--- config.mk ---
export PLATFORM = sky130hd
export DESIGN_NAME = wait_for_graph_deadlock_guard_top
export DESIGN_NICKNAME = d
export VERILOG_FILES = /design/src/sv/wfg_pkg.sv /design/src/sv/wait_for_graph_deadlock_guard_top.sv /design/src/sv/wfg_mem.sv
export SDC_FILE = /design/constraint.sdc
export NUM_CORES = 1
export LEC_CHECK = 0
export CORE_ASPECT_RATIO = 0.5
export CORE_MARGIN = 2
export CORE_UTILIZATION = 55
export CTS_CLUSTER_SIZE = 40
export DETAILED_ROUTE_END_ITERATION = 12
export DONT_BUFFER_PORTS = 1
export MAX_ROUTING_LAYER = met4
export PLACE_DENSITY = 0.8
export REMOVE_ABC_BUFFERS = 1
export SLEW_MARGIN = 20
export SYNTH_ARGS = -nofsm -noshare
export SYNTH_HDL_FRONTEND = slang
export SYNTH_SLANG_ARGS = --single-unit
--- constraint.sdc ---
create_clock -name clk -period 3.6 [get_ports clk]
set_input_delay 0.54 -clock clk [delete_from_list [all_inputs] [get_ports clk]]
set_output_delay 0.54 -clock clk [all_outputs]
set_load 0.01 [all_outputs]
--- src/sv/wfg_pkg.sv ---
`timescale 1ns / 1ps
// ----------------------------------------------------------------------------
// wfg_pkg
// Shared widths and operation codes of the wait-for graph guard.
// ----------------------------------------------------------------------------
package wfg_pkg;
  localparam int SLOTS_DEF = 16;
  localparam int OP_W      = 3;
  localparam int IDX_W     = 4;
  localparam int MASK_W    = 16;

  localparam logic [OP_W-1:0] OP_QUERY   = 3'd0;
  localparam logic [OP_W-1:0] OP_ADD     = 3'd1;
  localparam logic [OP_W-1:0] OP_REMOVE  = 3'd2;
  localparam logic [OP_W-1:0] OP_EDGES   = 3'd3;
  localparam logic [OP_W-1:0] OP_RM_EDGE = 3'd4;
  localparam logic [OP_W-1:0] OP_CLR_OUT = 3'd5;

  // memory port request from the sequencer
  typedef struct packed {
    logic             we;
    logic [IDX_W-1:0] waddr;
    logic [IDX_W-1:0] raddr;
  } mem_req_t;
endpackage

--- src/sv/wait_for_graph_deadlock_guard_top.sv ---
`timescale 1ns / 1ps
// ----------------------------------------------------------------------------
// wait_for_graph_deadlock_guard_top
// Wait-for graph over transaction slots with cycle check on edge insertion.
// ----------------------------------------------------------------------------
// channel  ports                                  dir
// in       in_valid/in_ready, operation, txn,     in
//          other, dest_mask
// out      out_valid/out_ready, out_answer         out
//
// Rows live in one memory with a registered read port. Query and add node
// need no row access; edge remove and clear outgoing read row t and then
// write it; remove node sweeps all rows, clearing column t and row t.
// Add edges: SLOTS closure rounds, each reading all rows, then decide and
// commit by reading row t again and writing it with the new edges.
// After reset a clearing pass writes zero to all SLOTS rows.
// The result sits in an output register; a stalled result blocks new requests,
// and the next request is taken the cycle after the result is taken.
// ----------------------------------------------------------------------------
module wait_for_graph_deadlock_guard_top #(
  parameter int SLOTS = wfg_pkg::SLOTS_DEF
) (
  input  logic                       clk,
  input  logic                       rst_n,
  input  logic                       in_valid,
  output logic                       in_ready,
  input  logic [wfg_pkg::OP_W-1:0]   in_operation,
  input  logic [wfg_pkg::IDX_W-1:0]  in_txn,
  input  logic [wfg_pkg::IDX_W-1:0]  in_other,
  input  logic [wfg_pkg::MASK_W-1:0] in_dest_mask,
  output logic                       out_valid,
  input  logic                       out_ready,
  output logic                       out_answer
);
  import wfg_pkg::*;

  localparam int CW = $clog2(SLOTS);
  localparam int RW = $clog2(SLOTS + 1);
  localparam logic [2:0] S_CLEAR = 3'd0, S_IDLE = 3'd1, S_RD = 3'd2,
                         S_WR = 3'd3, S_SWEEP = 3'd4, S_REACH = 3'd5,
                         S_DONE = 3'd6;

  logic [2:0]        state_r, state_nxt;
  logic [OP_W-1:0]   op_r, op_nxt;
  logic [IDX_W-1:0]  t_r, t_nxt, o_r, o_nxt;
  logic [MASK_W-1:0] mask_r, mask_nxt;
  logic [SLOTS-1:0]  pres_r, pres_nxt, reach_r, reach_nxt, racc_r, racc_nxt;
  logic [CW:0]       cnt_r, cnt_nxt;  // sweep address, one extra bit for end
  logic [RW-1:0]     round_r, round_nxt;
  logic              pend_r, pend_nxt; // read in flight: row cnt_r-1 or t
  logic              out_valid_r, out_valid_nxt, ans_r, ans_nxt;
  mem_req_t          req;
  logic [SLOTS-1:0]  wdata, rdata, mask_s, tbit;
  logic [CW-1:0]     prow;
  logic              t_ok, o_ok;

  wfg_mem #(.SLOTS(SLOTS)) u_mem (.clk(clk), .req(req), .wdata(wdata), .rdata(rdata));

  // mask bits at or above SLOTS name absent slots
  always_comb begin
    mask_s = '0;
    for (int i = 0; i < SLOTS && i < MASK_W; i++) mask_s[i] = mask_r[i];
  end
  assign t_ok = (32'(t_r) < SLOTS) && pres_r[t_r[CW-1:0]];
  assign o_ok = (32'(o_r) < SLOTS) && pres_r[o_r[CW-1:0]];
  assign tbit = SLOTS'(1) << t_r[CW-1:0];
  assign prow = CW'(cnt_r - 1'b1);
  assign in_ready   = (state_r == S_IDLE) && !out_valid_r;
  assign out_valid  = out_valid_r;
  assign out_answer = ans_r;

  always_comb begin
    state_nxt = state_r; op_nxt = op_r; t_nxt = t_r; o_nxt = o_r;
    mask_nxt = mask_r; pres_nxt = pres_r; reach_nxt = reach_r;
    racc_nxt = racc_r; cnt_nxt = cnt_r; round_nxt = round_r;
    pend_nxt = 1'b0; out_valid_nxt = out_valid_r; ans_nxt = ans_r;
    req = '0; req.raddr = t_r; req.waddr = t_r; wdata = '0;
    if (out_valid_r && out_ready) out_valid_nxt = 1'b0;
    case (state_r)
      S_CLEAR: begin
        req.we = 1'b1; req.waddr = IDX_W'(cnt_r);
        cnt_nxt = cnt_r + 1'b1;
        if (32'(cnt_r) == SLOTS - 1) state_nxt = S_IDLE;
      end
      S_IDLE: begin
        if (in_valid && in_ready) begin
          op_nxt = in_operation; t_nxt = in_txn; o_nxt = in_other;
          mask_nxt = in_dest_mask; cnt_nxt = '0; state_nxt = S_DONE;
          ans_nxt = 1'b0;
          req.raddr = in_txn;
          case (in_operation)
            OP_REMOVE, OP_EDGES, OP_RM_EDGE, OP_CLR_OUT: state_nxt = S_RD;
            default: ;
          endcase
        end
      end
      S_RD: begin
        // row t is now on rdata
        state_nxt = S_DONE;
        case (op_r)
          OP_QUERY: ;
          OP_REMOVE: if (t_ok) begin cnt_nxt = '0; state_nxt = S_SWEEP; end
          OP_EDGES: if (t_ok) begin
            racc_nxt = tbit; reach_nxt = tbit; round_nxt = '0; cnt_nxt = '0;
            state_nxt = S_REACH;
          end
          OP_RM_EDGE: if (t_ok && o_ok) begin
            req.we = 1'b1; wdata = rdata & ~(SLOTS'(1) << o_r[CW-1:0]);
          end
          OP_CLR_OUT: if (t_ok) req.we = 1'b1;
          default: ;
        endcase
      end
      S_SWEEP: begin
        // read row cnt, write back previous row with column t cleared
        req.raddr = IDX_W'(cnt_r);
        if (pend_r) begin
          req.we = 1'b1; req.waddr = IDX_W'(prow);
          wdata = (prow == t_r[CW-1:0]) ? '0 : (rdata & ~tbit);
        end
        if (32'(cnt_r) == SLOTS) begin
          pres_nxt = pres_r & ~tbit; state_nxt = S_DONE;
        end else begin
          cnt_nxt = cnt_r + 1'b1; pend_nxt = 1'b1;
        end
      end
      S_REACH: begin
        req.raddr = IDX_W'(cnt_r);
        if (pend_r && pres_r[prow] && |(rdata & reach_r)) racc_nxt[prow] = 1'b1;
        if (32'(cnt_r) == SLOTS) begin
          reach_nxt = racc_nxt; cnt_nxt = '0;
          round_nxt = round_r + 1'b1;
          if (32'(round_r) == SLOTS - 1) state_nxt = S_WR;
        end else begin
          cnt_nxt = cnt_r + 1'b1; pend_nxt = 1'b1;
        end
      end
      S_WR: begin
        // fetch row t again, commit next cycle
        req.raddr = t_r; state_nxt = S_DONE; pend_nxt = 1'b1;
        if ((mask_r & ~MASK_W'(mask_s & pres_r)) != '0 ||
            (mask_s & reach_r) != '0) begin
          pend_nxt = 1'b0;
        end
      end
      S_DONE: begin
        if (op_r == OP_EDGES && pend_r) begin
          req.we = 1'b1; wdata = rdata | mask_s; ans_nxt = 1'b1;
        end
        if (op_r == OP_QUERY) ans_nxt = t_ok;
        if (op_r == OP_ADD && 32'(t_r) < SLOTS) pres_nxt = pres_r | tbit;
        out_valid_nxt = 1'b1; state_nxt = S_IDLE;
      end
      default: state_nxt = S_IDLE;
    endcase
  end

  always_ff @(posedge clk) begin
    if (!rst_n) begin
      state_r <= S_CLEAR; cnt_r <= '0; pres_r <= '0; reach_r <= '0;
      out_valid_r <= 1'b0; pend_r <= 1'b0;
    end else begin
      state_r <= state_nxt; cnt_r <= cnt_nxt; pres_r <= pres_nxt;
      reach_r <= reach_nxt; out_valid_r <= out_valid_nxt; pend_r <= pend_nxt;
    end
    op_r <= op_nxt; t_r <= t_nxt; o_r <= o_nxt; mask_r <= mask_nxt;
    racc_r <= racc_nxt; round_r <= round_nxt; ans_r <= ans_nxt;
  end
endmodule

--- src/sv/wfg_mem.sv ---
`timescale 1ns / 1ps
// ----------------------------------------------------------------------------
// wfg_mem
// Adjacency matrix: one row per slot, one write and one registered read port.
// ----------------------------------------------------------------------------
module wfg_mem #(
  parameter int SLOTS = wfg_pkg::SLOTS_DEF
) (
  input  logic               clk,
  input  wfg_pkg::mem_req_t  req,
  input  logic [SLOTS-1:0]   wdata,
  output logic [SLOTS-1:0]   rdata
);
  import wfg_pkg::*;
  logic [SLOTS-1:0] rows [SLOTS];
  logic [SLOTS-1:0] rdata_r;

  always_ff @(posedge clk) begin
    if (req.we) begin
      rows[req.waddr[$clog2(SLOTS)-1:0]] <= wdata;
    end
    rdata_r <= rows[req.raddr[$clog2(SLOTS)-1:0]];
  end
  assign rdata = rdata_r;
endmodule

# --- Word-level counts from Yosys, hierarchy flattened ---
# Memory sizes are Yosys's and may differ from the RTL's. A register that Yosys moved wholly into a read port is not among the register bits.
# Index checks and enable logic that the tools add are counted.
word_totals:
  word_cells: 158
  in_bits: 31
  output_inout_bits: 3
  regBits: 91
  mem_count: 1
  ramBits: 256
classes:
  bitwise_logic: 13
  eq_ne: 30
  magnitude_cmp: 4
  shifts: 2
  mux: 62
  n_reduce_logical: 30
  addsub: 3
memory_table:
  columns: ["memory", "depth", "width", "rd", "rd_ports_with_merged_regs", "wr", "line", "text"]
  rows:
  - ["u_mem.rows", 16, 16, 1, 1, 1, "wfg_mem.sv:15", "logic [SLOTS-1:0] rows [SLOTS];"]
ops:
  columns: ["operator", "n"]
  rows:
  - ["$mux W16", 11]
  - ["$and A16 B16 Y16", 7]
  - ["$pmux W16 S2", 3]
  - ["$not A16 Y16", 3]
  - ["$or A16 B16 Y16", 3]
  - ["$pmux W16 S3", 1]
  - ["$mux W5", 8]
  - ["$reduce_bool A16 Y1", 2]
  - ["$shl A1 B4 Y16 const A", 2]
  - ["$pmux W5 S5", 1]
  - ["$eq A3 B3 Y1 const B", 7]
  - ["$eq A3 B2 Y1 const B", 6]
  - ["$mux W3", 6]
  - ["$ne A2 B2 Y1 const B", 9]
  - ["$pmux W3 S6", 1]
  - ["$mux W1", 16]
  - ["$pmux W4 S2", 2]
  - ["$reduce_or A16 Y1", 1]
  - ["$lt A4 B5 Y1 const B", 3]
  - ["$bmux W1 S4", 3]
  - ["$add A5 B1 Y5 const B", 2]
  - ["$eq A5 B4 Y1 const B", 2]
  - ["$pmux W5 S2", 1]
  - ["$reduce_and A5 Y1", 2]
  - ["24 further kinds", 42]

# --- Logic depth before layout (Yosys ltp) ---
# Gate-level depths: netlist (run 1).
logic_depth:
  word_depth: 9
  mapped_depth: 12
  depth_no_buf: 9

# --- Hierarchy ---
# Synthesis (run 1) repeated with hierarchy kept, for this count alone.
unflattened:
  hier_cells: 1120
  hier_area_um2: 16000.3
by_module_without_submodules:
  columns: ["module", "seq_area_each_um2", "area_per_inst_um2", "cells_per_inst", "n_inst"]
  rows:
  - ["wfg_mem", 8007.7, 10042.1, 432, 1]
  - ["wait_for_graph_deadlock_guard_top", 2312.2, 5958.2, 688, 1]

# --- Least setup slack after synthesis (run 1) ---
# No wires, ideal clock.
synth_timing:
  path_kind: "flip-flop to flip-flop"
  startpoint: "reg cnt_r[0]"
  endpoint: "mem u_mem.rows[7][0] (netlist bit), enable pin"
  required_ns: 3.191
  synth_period_minus_slack_ns: 3.914
  path_slack_ns: -0.314
  t_arrival_ns: 3.505
  n_path_buf: 2
  setup_time_ns: 0.409
  path_stages_with_launch: 10
  cell_sequence: "dfxtp_1 > clkbuf_1 > inv_1 > ha_1 > clkbuf_1 > and3_1 > o21ai_0 > o221ai_1 > or2_2 > nor3_1"
synth_between:
  elab_chain_cells: 3
synth_rtl:
  columns: ["item", "line", "text"]
  rows:
  - ["from (decl)", "wait_for_graph_deadlock_guard_top.sv:48", "logic [CW:0] cnt_r, cnt_nxt;"]
  - ["from (signal assigned)", "wait_for_graph_deadlock_guard_top.sv:163", "state_r <= state_nxt; cnt_r <= cnt_nxt; pres_r <= pres_nxt;"]
  - ["$sub A4 B1 Y4", "wait_for_graph_deadlock_guard_top.sv:67", "assign prow = CW'(cnt_r - 1'b1);"]
  - ["$mux W5", "wait_for_graph_deadlock_guard_top.sv:117", "if (pend_r) begin"]
  - ["$pmux W4 S2 (*)", "wait_for_graph_deadlock_guard_top.sv:79", "case (state_r)"]
  - ["to (decl)", "wfg_mem.sv:15", null]
# Every way passes the cells marked *; elsewhere a longest branch is shown, timed or not.

# --- Final worst setup path (run 1) ---
layout_timing:
  startpoint: "reg state_r[2]"
  endpoint: "reg u_mem.rdata_r[8] (netlist: u_mem.rdata[8]), read port of u_mem.rows"
layout_between:
  elab_chain_cells: 5
  elab_cells_between_ends: 8
  classes_between: "eq/ne: 3; mux: 2; reduce/logical: 3"
layout_rtl:
  columns: ["item", "line", "text"]
  rows:
  - ["from (decl)", "wait_for_graph_deadlock_guard_top.sv:43", "logic [2:0] state_r, state_nxt;"]
  - ["from (signal assigned)", "wait_for_graph_deadlock_guard_top.sv:163", null]
  - ["$eq A3 B1 Y1", "wait_for_graph_deadlock_guard_top.sv:68, wait_for_graph_deadlock_guard_top.sv:79", null]
  - ["$logic_and A1 B1 Y1", "wait_for_graph_deadlock_guard_top.sv:68", "assign in_ready = (state_r == S_IDLE) && !out_valid_r;"]
  - ["$logic_and A1 B1 Y1", "wait_for_graph_deadlock_guard_top.sv:86", "if (in_valid && in_ready) begin"]
  - ["$mux W4", null, null]
  - ["$pmux W4 S2 (*)", "wait_for_graph_deadlock_guard_top.sv:79", null]
  - ["to (decl)", "wfg_mem.sv:16", "logic [SLOTS-1:0] rdata_r;"]
# Marked as above.
# A chain may end at the register's enable or synchronous reset.

==> run metrics, run 1 <==
Resized cells post-CTS 0; largest net degree at the start of global routing 110; Yosys reg bits 363; Worst-Margin Slew 0.9782 ns; Hold Crit Depth 0; boundary pin count 34; crit path launch state_r[2]; Synth Instances 1261; CP startpoint kind register; nets 1313; setup bufs post-CTS 0; period utilization between 90 and 100%; cell with the most instances after synthesis edfxtp_1; Ys Warns 0; hold_buf cts 0; Hold Crit Class input port to register; Synth Cell Area 15980 um2; die area 30520 um2; routed wire length on met3 3.806 mm; gpl congestion 1.005; CP endpoint kind register; non-filler cells, final roughly 1700; Crit Path Class register to register; iteration-0 DRC count of the detailed router 1297; initial antenna violation count 0; post-synthesis sequential area ratio 64.57%; Leakage 0.005768 uW; max incr delay on CP 0.81 ns; outcome finished, final reports clean; FF-to-FF path depth 6; share of the synthesized area in the top cell type 57.30%; global route total overflow 0; GRT Util Overall between 20 and 30%; final wirelength a little over 40 mm; Cell Chain, Critical Path nor2b_1, a222oi_1, buf_4, nand2b_1, o32ai_1, a221o_1; Period minus WS final 3.399 ns; via count between 10000 and 15000; Chip Width 245.1 um; clk root buf clkbuf_16; Max Freq 0.2942 GHz; sequential power share between 50% and 60%; Hold Path Origin in_other[2]; met1 wire length 17.42 mm; Stages on worst setup path 6; H-tree depth 1; setup violators final 0; # diodes 0; Synth area leader edfxtp_1; die height 124.5 um; CP Data Required Time about 4.1 ns; Syn Area/Cell roughly 13 um2; clock skew between 0.03 and 0.04 ns; Rel. slew slack 34.79%; Vias/cell around 6.5; worst-path cell with the longest stage delay nor2b_1; Comb pwr share 2.3%; CTS buffer count 31; port bufs 0; clk sinks 363; Arr. time, crit path 3.87 ns; Synth cell types 62; Starting Density 55.51%; TritonCTS clock tree built; Worst path top cell family by delay simple AND/OR/NAND/NOR gates; Net Switching 1674 uW; peak supply drop just under 0.0004 V; Cell Pwr Density 458.7 nW/um2; Area Overhead vs Synth 11.58%; ranking of synthesized cells by area edfxtp_1 (57%), dfxtp_1 (7.3%), nand2_1 (3.1%); Inst Count DP approximately 1600; met2 WL about 19 mm; Synth Flop Type edfxtp_1; fin area 17830 um2; RSZ-0062 raised after global routing no; sw frac 20.46%; CP Buf/Inv Count 1; Row Count 44; layout cell share with drive strength beyond 1 12.94%; Async SR Flop Fraction 0%; DP Area 16810 um2; number of synthesized flops with an enable pin between 300 and 400; Synth top cells by count edfxtp_1 (305), nand2_1 (134), nor2_1 (98); post-route ant nets 0; Clock Latency Late Sink roughly 0.60 ns; Final Max Tran Viols 0; 1st-pass router iterations 7; Clock power frac 41.5%; Top Layer Used met4; worst-path fanout max 15; vias in the first global route 10390; Core Footprint 28790 um2; max-capacitance violation count 0; Final HPWL DP 27.66 mm; endpoints failing hold 0; reg-to-reg critical path startpoint state_r[2]; clock slew seen by the registers of the worst setup and hold paths approximately 0.07 ns; first-pass GRT wire length 62.55 mm; DRC viols 0; DR WL/cell around 24 um; Power Internal about 6500 uW; Max Buffers Root-to-Sink 3
==> state kept, by name (all words and copies together), names as in the netlist, 5 cells and up, named ones only <==
name	cells
u_mem.rows	256
mask_r	16
racc_r	16
reach_r	16
u_mem.rdata	16
cnt_r	5
round_r	5
==> logic make-up (layout without fill, tap and decap cells) <==
| group | Yosys count | in the layout | share of synthesized area, % |
|---|---|---|---|
| and+or+nand+nor | 412 | 412 | 12.35 |
| DFF | 363 | 363 | 64.57 |
| AOI/OAI and AO/OA | 255 | 255 | 11.56 |
| buffers and inverters | 128 | 165 | 3.601 |
| muxes | 85 | 85 | 6.748 |
| xor gates and xnor gates | 10 | 10 | 0.5480 |
| adders and majority gates | 8 | 8 | 0.6263 |
==> worst paths after layout <==
| path | end | slack, ns |
|---|---|---|
| worst max-delay path | u_mem.rdata[8] | 0.20 |
| worst min-delay path | o_r[2] | 0.03 |
| worst max register to register | u_mem.rdata[8] | 0.20 |
| worst min register to register | reach_r[10] | 0.55 |
==> power by group through the flow <==
stage               Combinational, uW  Sequential (uW)  Clock (uW)
floorplan                         106             4690           0
global placement                  176             4690           0
detailed placement                184             4690           0
CTS                               186             4600        3420
global route                      199             4600        3590
finish                            186             4600        3390
==> cell type report <==
class,count,area (um2)
flip-flops and latches,363,10320
multi-input cells,770,5269
well taps,391,489.2
clock inverters,10,156.4
clock buffers,47,855.8
fillers,2057,10960
repair buffers,67,589.3
inverters,41,153.9
==> metal layers <==
| layer | global-route usage, % | up-vias |
|---|---|---|
| met2 | 42.27 | 574 |
| met4 | 5.918 | 0 |
| met3 | 4.956 | 66 |
| met5 | - | - |
| li1 | - | 4811 |
| met1 | 39.36 | 5474 |
==> stage by stage <==
stage | hold slack [ns] | worst slack (ns) | util, % | power [uW] | setup TNS [ns]
2_1_floorplan | 0.4817 | -5.658 | - | 4793 | -134.44
3_3_place_gp | 0.5276 | 0.1963 | 58.24 | 4863 | 0
3_5_place_dp | 0.5402 | 0.3167 | 58.38 | 4876 | 0
4_1_cts | 0.02024 | 0.2935 | 61.89 | 8204 | 0
5_1_grt | 0.01289 | 0.1509 | 61.94 | 8390 | 0
6_report | 0.03407 | 0.2014 | 61.94 | 8181 | 0
==> placed cells by master (no fill, tap or decap), types with 4 or more instances in the layout <==
cell type | Yosys | layout
a211oi_1 | 60 | 60
a21oi_1 | 30 | 30
a221o_1 | 15 | 15
a221oi_1 | 33 | 33
a22o_1 | 5 | 5
a22oi_1 | 5 | 5
a31oi_1 | 34 | 34
and2_1 | 52 | 52
and3_1 | 27 | 27
buf_12 | 0 | 6
buf_4 | 7 | 59
clkbuf_1 | 54 | 14
clkbuf_16 | 0 | 31
dfxtp_1 | 58 | 58
edfxtp_1 | 305 | 305
ha_1 | 8 | 8
inv_1 | 40 | 40
mux2_1 | 13 | 13
mux2_2 | 5 | 5
mux2i_1 | 50 | 50
mux4_2 | 16 | 16
nand2_1 | 134 | 134
nand2b_1 | 7 | 7
nand3_1 | 23 | 23
nand4_1 | 8 | 8
nor2_1 | 98 | 95
nor2b_1 | 16 | 15
nor3_1 | 15 | 7
nor3_2 | 0 | 8
nor4_2 | 1 | 16
o21ai_0 | 34 | 34
o32ai_1 | 16 | 16
xnor2_1 | 6 | 6
xor2_1 | 4 | 4
No activity file was read; power rests on OpenSTA's default activity.
==> inputs of run 2 (changes only) <==
--- a/config.mk
+++ b/config.mk
@@ -5,6 +5,7 @@
 export SDC_FILE = /design/constraint.sdc
 export NUM_CORES = 1
 export LEC_CHECK = 0
+export ABC_AREA = 1
 export CORE_ASPECT_RATIO = 0.5
 export CORE_MARGIN = 2
 export CORE_UTILIZATION = 55
==> run 2 against run 1 <==
Maximum frequency grew 10%. Hold slack better by 0.063 ns. Critical path depth is 7 higher. Combinational power increased to 32 times the previous value. Via count increased by 25%. Wire length is 11% higher. Power increased by 91%. Sequential share of layout area decreased by 4.2 points.
==> run metrics, run 2 <==
worst-path fanout max 17; sw frac 39.49%; first-pass GRT wire length 69.54 mm; r2r setup slk 0.51 ns; Worst path top cell family by delay simple AND/OR/NAND/NOR gates; Period minus WS final 3.089 ns; iteration-0 DRC count of the detailed router 1795; die area 33450 um2; Net Switching 6171 uW; boundary pin count 34; Max Freq between 0.3 and 0.4 GHz; reg-to-reg critical path startpoint t_r[0]; multi-input logic area 5642 um2; peak supply drop 0.0004419 V; # diodes 0; initial antenna violation count 0; Crit Path Class register to register; gpl congestion 1.026; Resized cells post-CTS 0; Row Count 46; RSZ-0062 raised after global routing no; ranking of synthesized cells by area edfxtp_1 (52%), nand3_1 (10%), nand2_1 (10%); max incr delay on CP 0.67 ns; post-synthesis sequential area ratio 58.78%; Synth Instances 1952; Cell Pwr Density 813.3 nW/um2; CP startpoint kind register; Hold Path Origin in_operation[1]; number of synthesized flops with an enable pin 305; Hold Crit Depth 0; post-route ant nets 0; layout cell share with drive strength beyond 1 7.645%; max reg flops between 200 and 300; CP Buf/Inv Count 2; Synth area leader edfxtp_1; Final HPWL DP 29.23 mm; cell with the most instances after synthesis nand2_1; Clock Latency Late Sink 0.55 ns; clock slew seen by the registers of the worst setup and hold paths 0.07 ns; Async SR Flop Fraction 0%; port bufs 0; clk sinks 363; DRC viols 0; CP Data Required Time between 3 and 4 ns; GRT Util Overall 27.74%; dpl ws between 0.6 and 0.7 ns; # fillers 2555; Rel. slew slack 43.99%; nets between 1500 and 2000; Synth Cell Area around 18000 um2; hold endpoint op_r[1]; Synth top cells by count nand2_1 (475), nand3_1 (366), edfxtp_1 (305); worst setup margin around 0.51 ns; Starting Density 55.66%; final wirelength between 40 and 50 mm; Arr. time, crit path 3.30 ns; sequential power share 37.6%; Max Buffers Root-to-Sink 3; Clock power frac 24.8%; Power Internal 9458 uW; H-tree depth 2; clock skew 0.02875 ns; endpoints failing hold 0; CTS buffer count 34; Area Overhead vs Synth 9.457%; Syn Area/Cell 8.994 um2; vias in the first global route between 10000 and 15000; Final Max Tran Viols 0; hold_ws 0.09755 ns; max-capacitance violation count 0; Synth Flop Type edfxtp_1; share of the synthesized area in the top cell type 52.17%; largest net degree at the start of global routing 129; global route total overflow 0; Yosys reg bits 363; Synth cell types 43; hold_buf cts 0; TritonCTS clock tree built; commonest non-fill, non-tap cell in the layout nand2_1; most frequent cells in the layout nand2_1 (473), nand3_1 (366), edfxtp_1 (305); Worst path most repeated cell nand2_1; outcome finished, final reports clean; die height 130.3 um; via count 13710; Vias/cell around 5.7; Ys Warns 0; Design Power 15630 uW; Comb pwr share between 30% and 40%; R2R Path End u_mem.rows[0][0]; CP endpoint kind register; setup violators final 0; Worst-Margin Slew 0.8392 ns; FF-to-FF path depth 13; setup bufs post-CTS 0; Core Footprint ~32000 um2; clk root buf clkbuf_16; Register Area 10320 um2; period utilization 85.81%; Leakage 0.007927 uW; 1st-pass router iterations 6; Cell Chain, Critical Path inv_1, nor2_1, nand2_1, nand3_1, nand3_1, nand2_1, nand2_1, nor2_1, nand2_1, nand3_1, nand2_1, nor2_2, buf_4; DR WL/cell 18.97 um; Chip Width between 200 and 300 um; worst-path cell with the longest stage delay edfxtp_1; Hold Crit Class input port to register
[run 2: metrics by stage]
stage / cells / TNS [ns] / cell area, um2 / utilization (%)
2_1_floorplan: 1851 / -55.40 / 17010 / -
4_1_cts: 2394 / 0 / 19220 / 60.93
3_5_place_dp: 2333 / 0 / 18030 / 57.18
6_report: 2394 / 0 / 19220 / 60.93
5_1_grt: 2394 / 0 / 19220 / 60.93
3_3_place_gp: 2333 / 0 / 18030 / 57.18
[run 2: power groups by stage]
stage | Combinational [uW] | Clock (uW) | Sequential, uW
final | 5870 | 3880 | 5870
after global routing | 6440 | 4050 | 5940
after CTS | 5740 | 3890 | 5860
after detailed placement | 5680 | 0 | 5950
after global placement | 5560 | 0 | 5920
after floorplan | 3850 | 0 | 5850
[run 2: worst reg2reg max path: stages, from the launching register on]
cell and delay [ns]:
edfxtp_1 0.67, inv_1 0.25, nor2_1 0.17, nand2_1 0.07, nand3_1 0.09, nand3_1 0.13
nand2_1 0.11, nand2_1 0.10, nor2_1 0.11, nand2_1 0.06, nand3_1 0.25, nand2_1 0.29
nor2_2 0.18, buf_4 0.29
[run 2: how the worst max path moves through the flow]
stage | end | depth (start not counted) | start | slack [ns]
after floorplan | u_mem.rdata[11] | 9 | cnt_r[0] | -3.47
after global placement | u_mem.rows[1][0] | 13 | t_r[0] | 0.76
after detailed placement | u_mem.rows[0][0] | 13 | t_r[0] | 0.69
after CTS | u_mem.rows[0][0] | 13 | t_r[0] | 0.63
after global routing | u_mem.rows[0][2] | 13 | t_r[0] | 0.37
final | u_mem.rows[0][0] | 13 | t_r[0] | 0.51
[run 2: cell families (layout without fill, tap and decap cells)]
family | Yosys count | after routing | share of synthesized area (%)
XOR/XNOR | 5 | 5 | 0.2494
flip-flops | 363 | 363 | 58.78
AND/OR/NAND/NOR | 1026 | 1026 | 26.08
multiplexers | 1 | 1 | 0.05702
adder cells (fa/ha/maj) | 8 | 8 | 0.5702
buffers and inverters | 396 | 406 | 9.408
AO/OA/AOI/OAI | 153 | 153 | 4.854
[run 2: cell type report]
cell class	instances	share of cell area, %
inverters	295	5.762
clock inverters	16	1.452
clock buffers	45	4.695
repair buffers	50	2.214
flip-flops and latches	363	53.71
multi-input cells	1193	29.36
well taps	432	2.813
[run 2: routing by layer]
metal  share of wire (%)  up-vias  global-route usage (%)
met2                  45      733                   42.07
met4                 3.0        0                   8.892
met5                   0        -                       -
met3                  11      119                   5.925
met1                  41     6414                   37.66
li1                    -     6441                       -
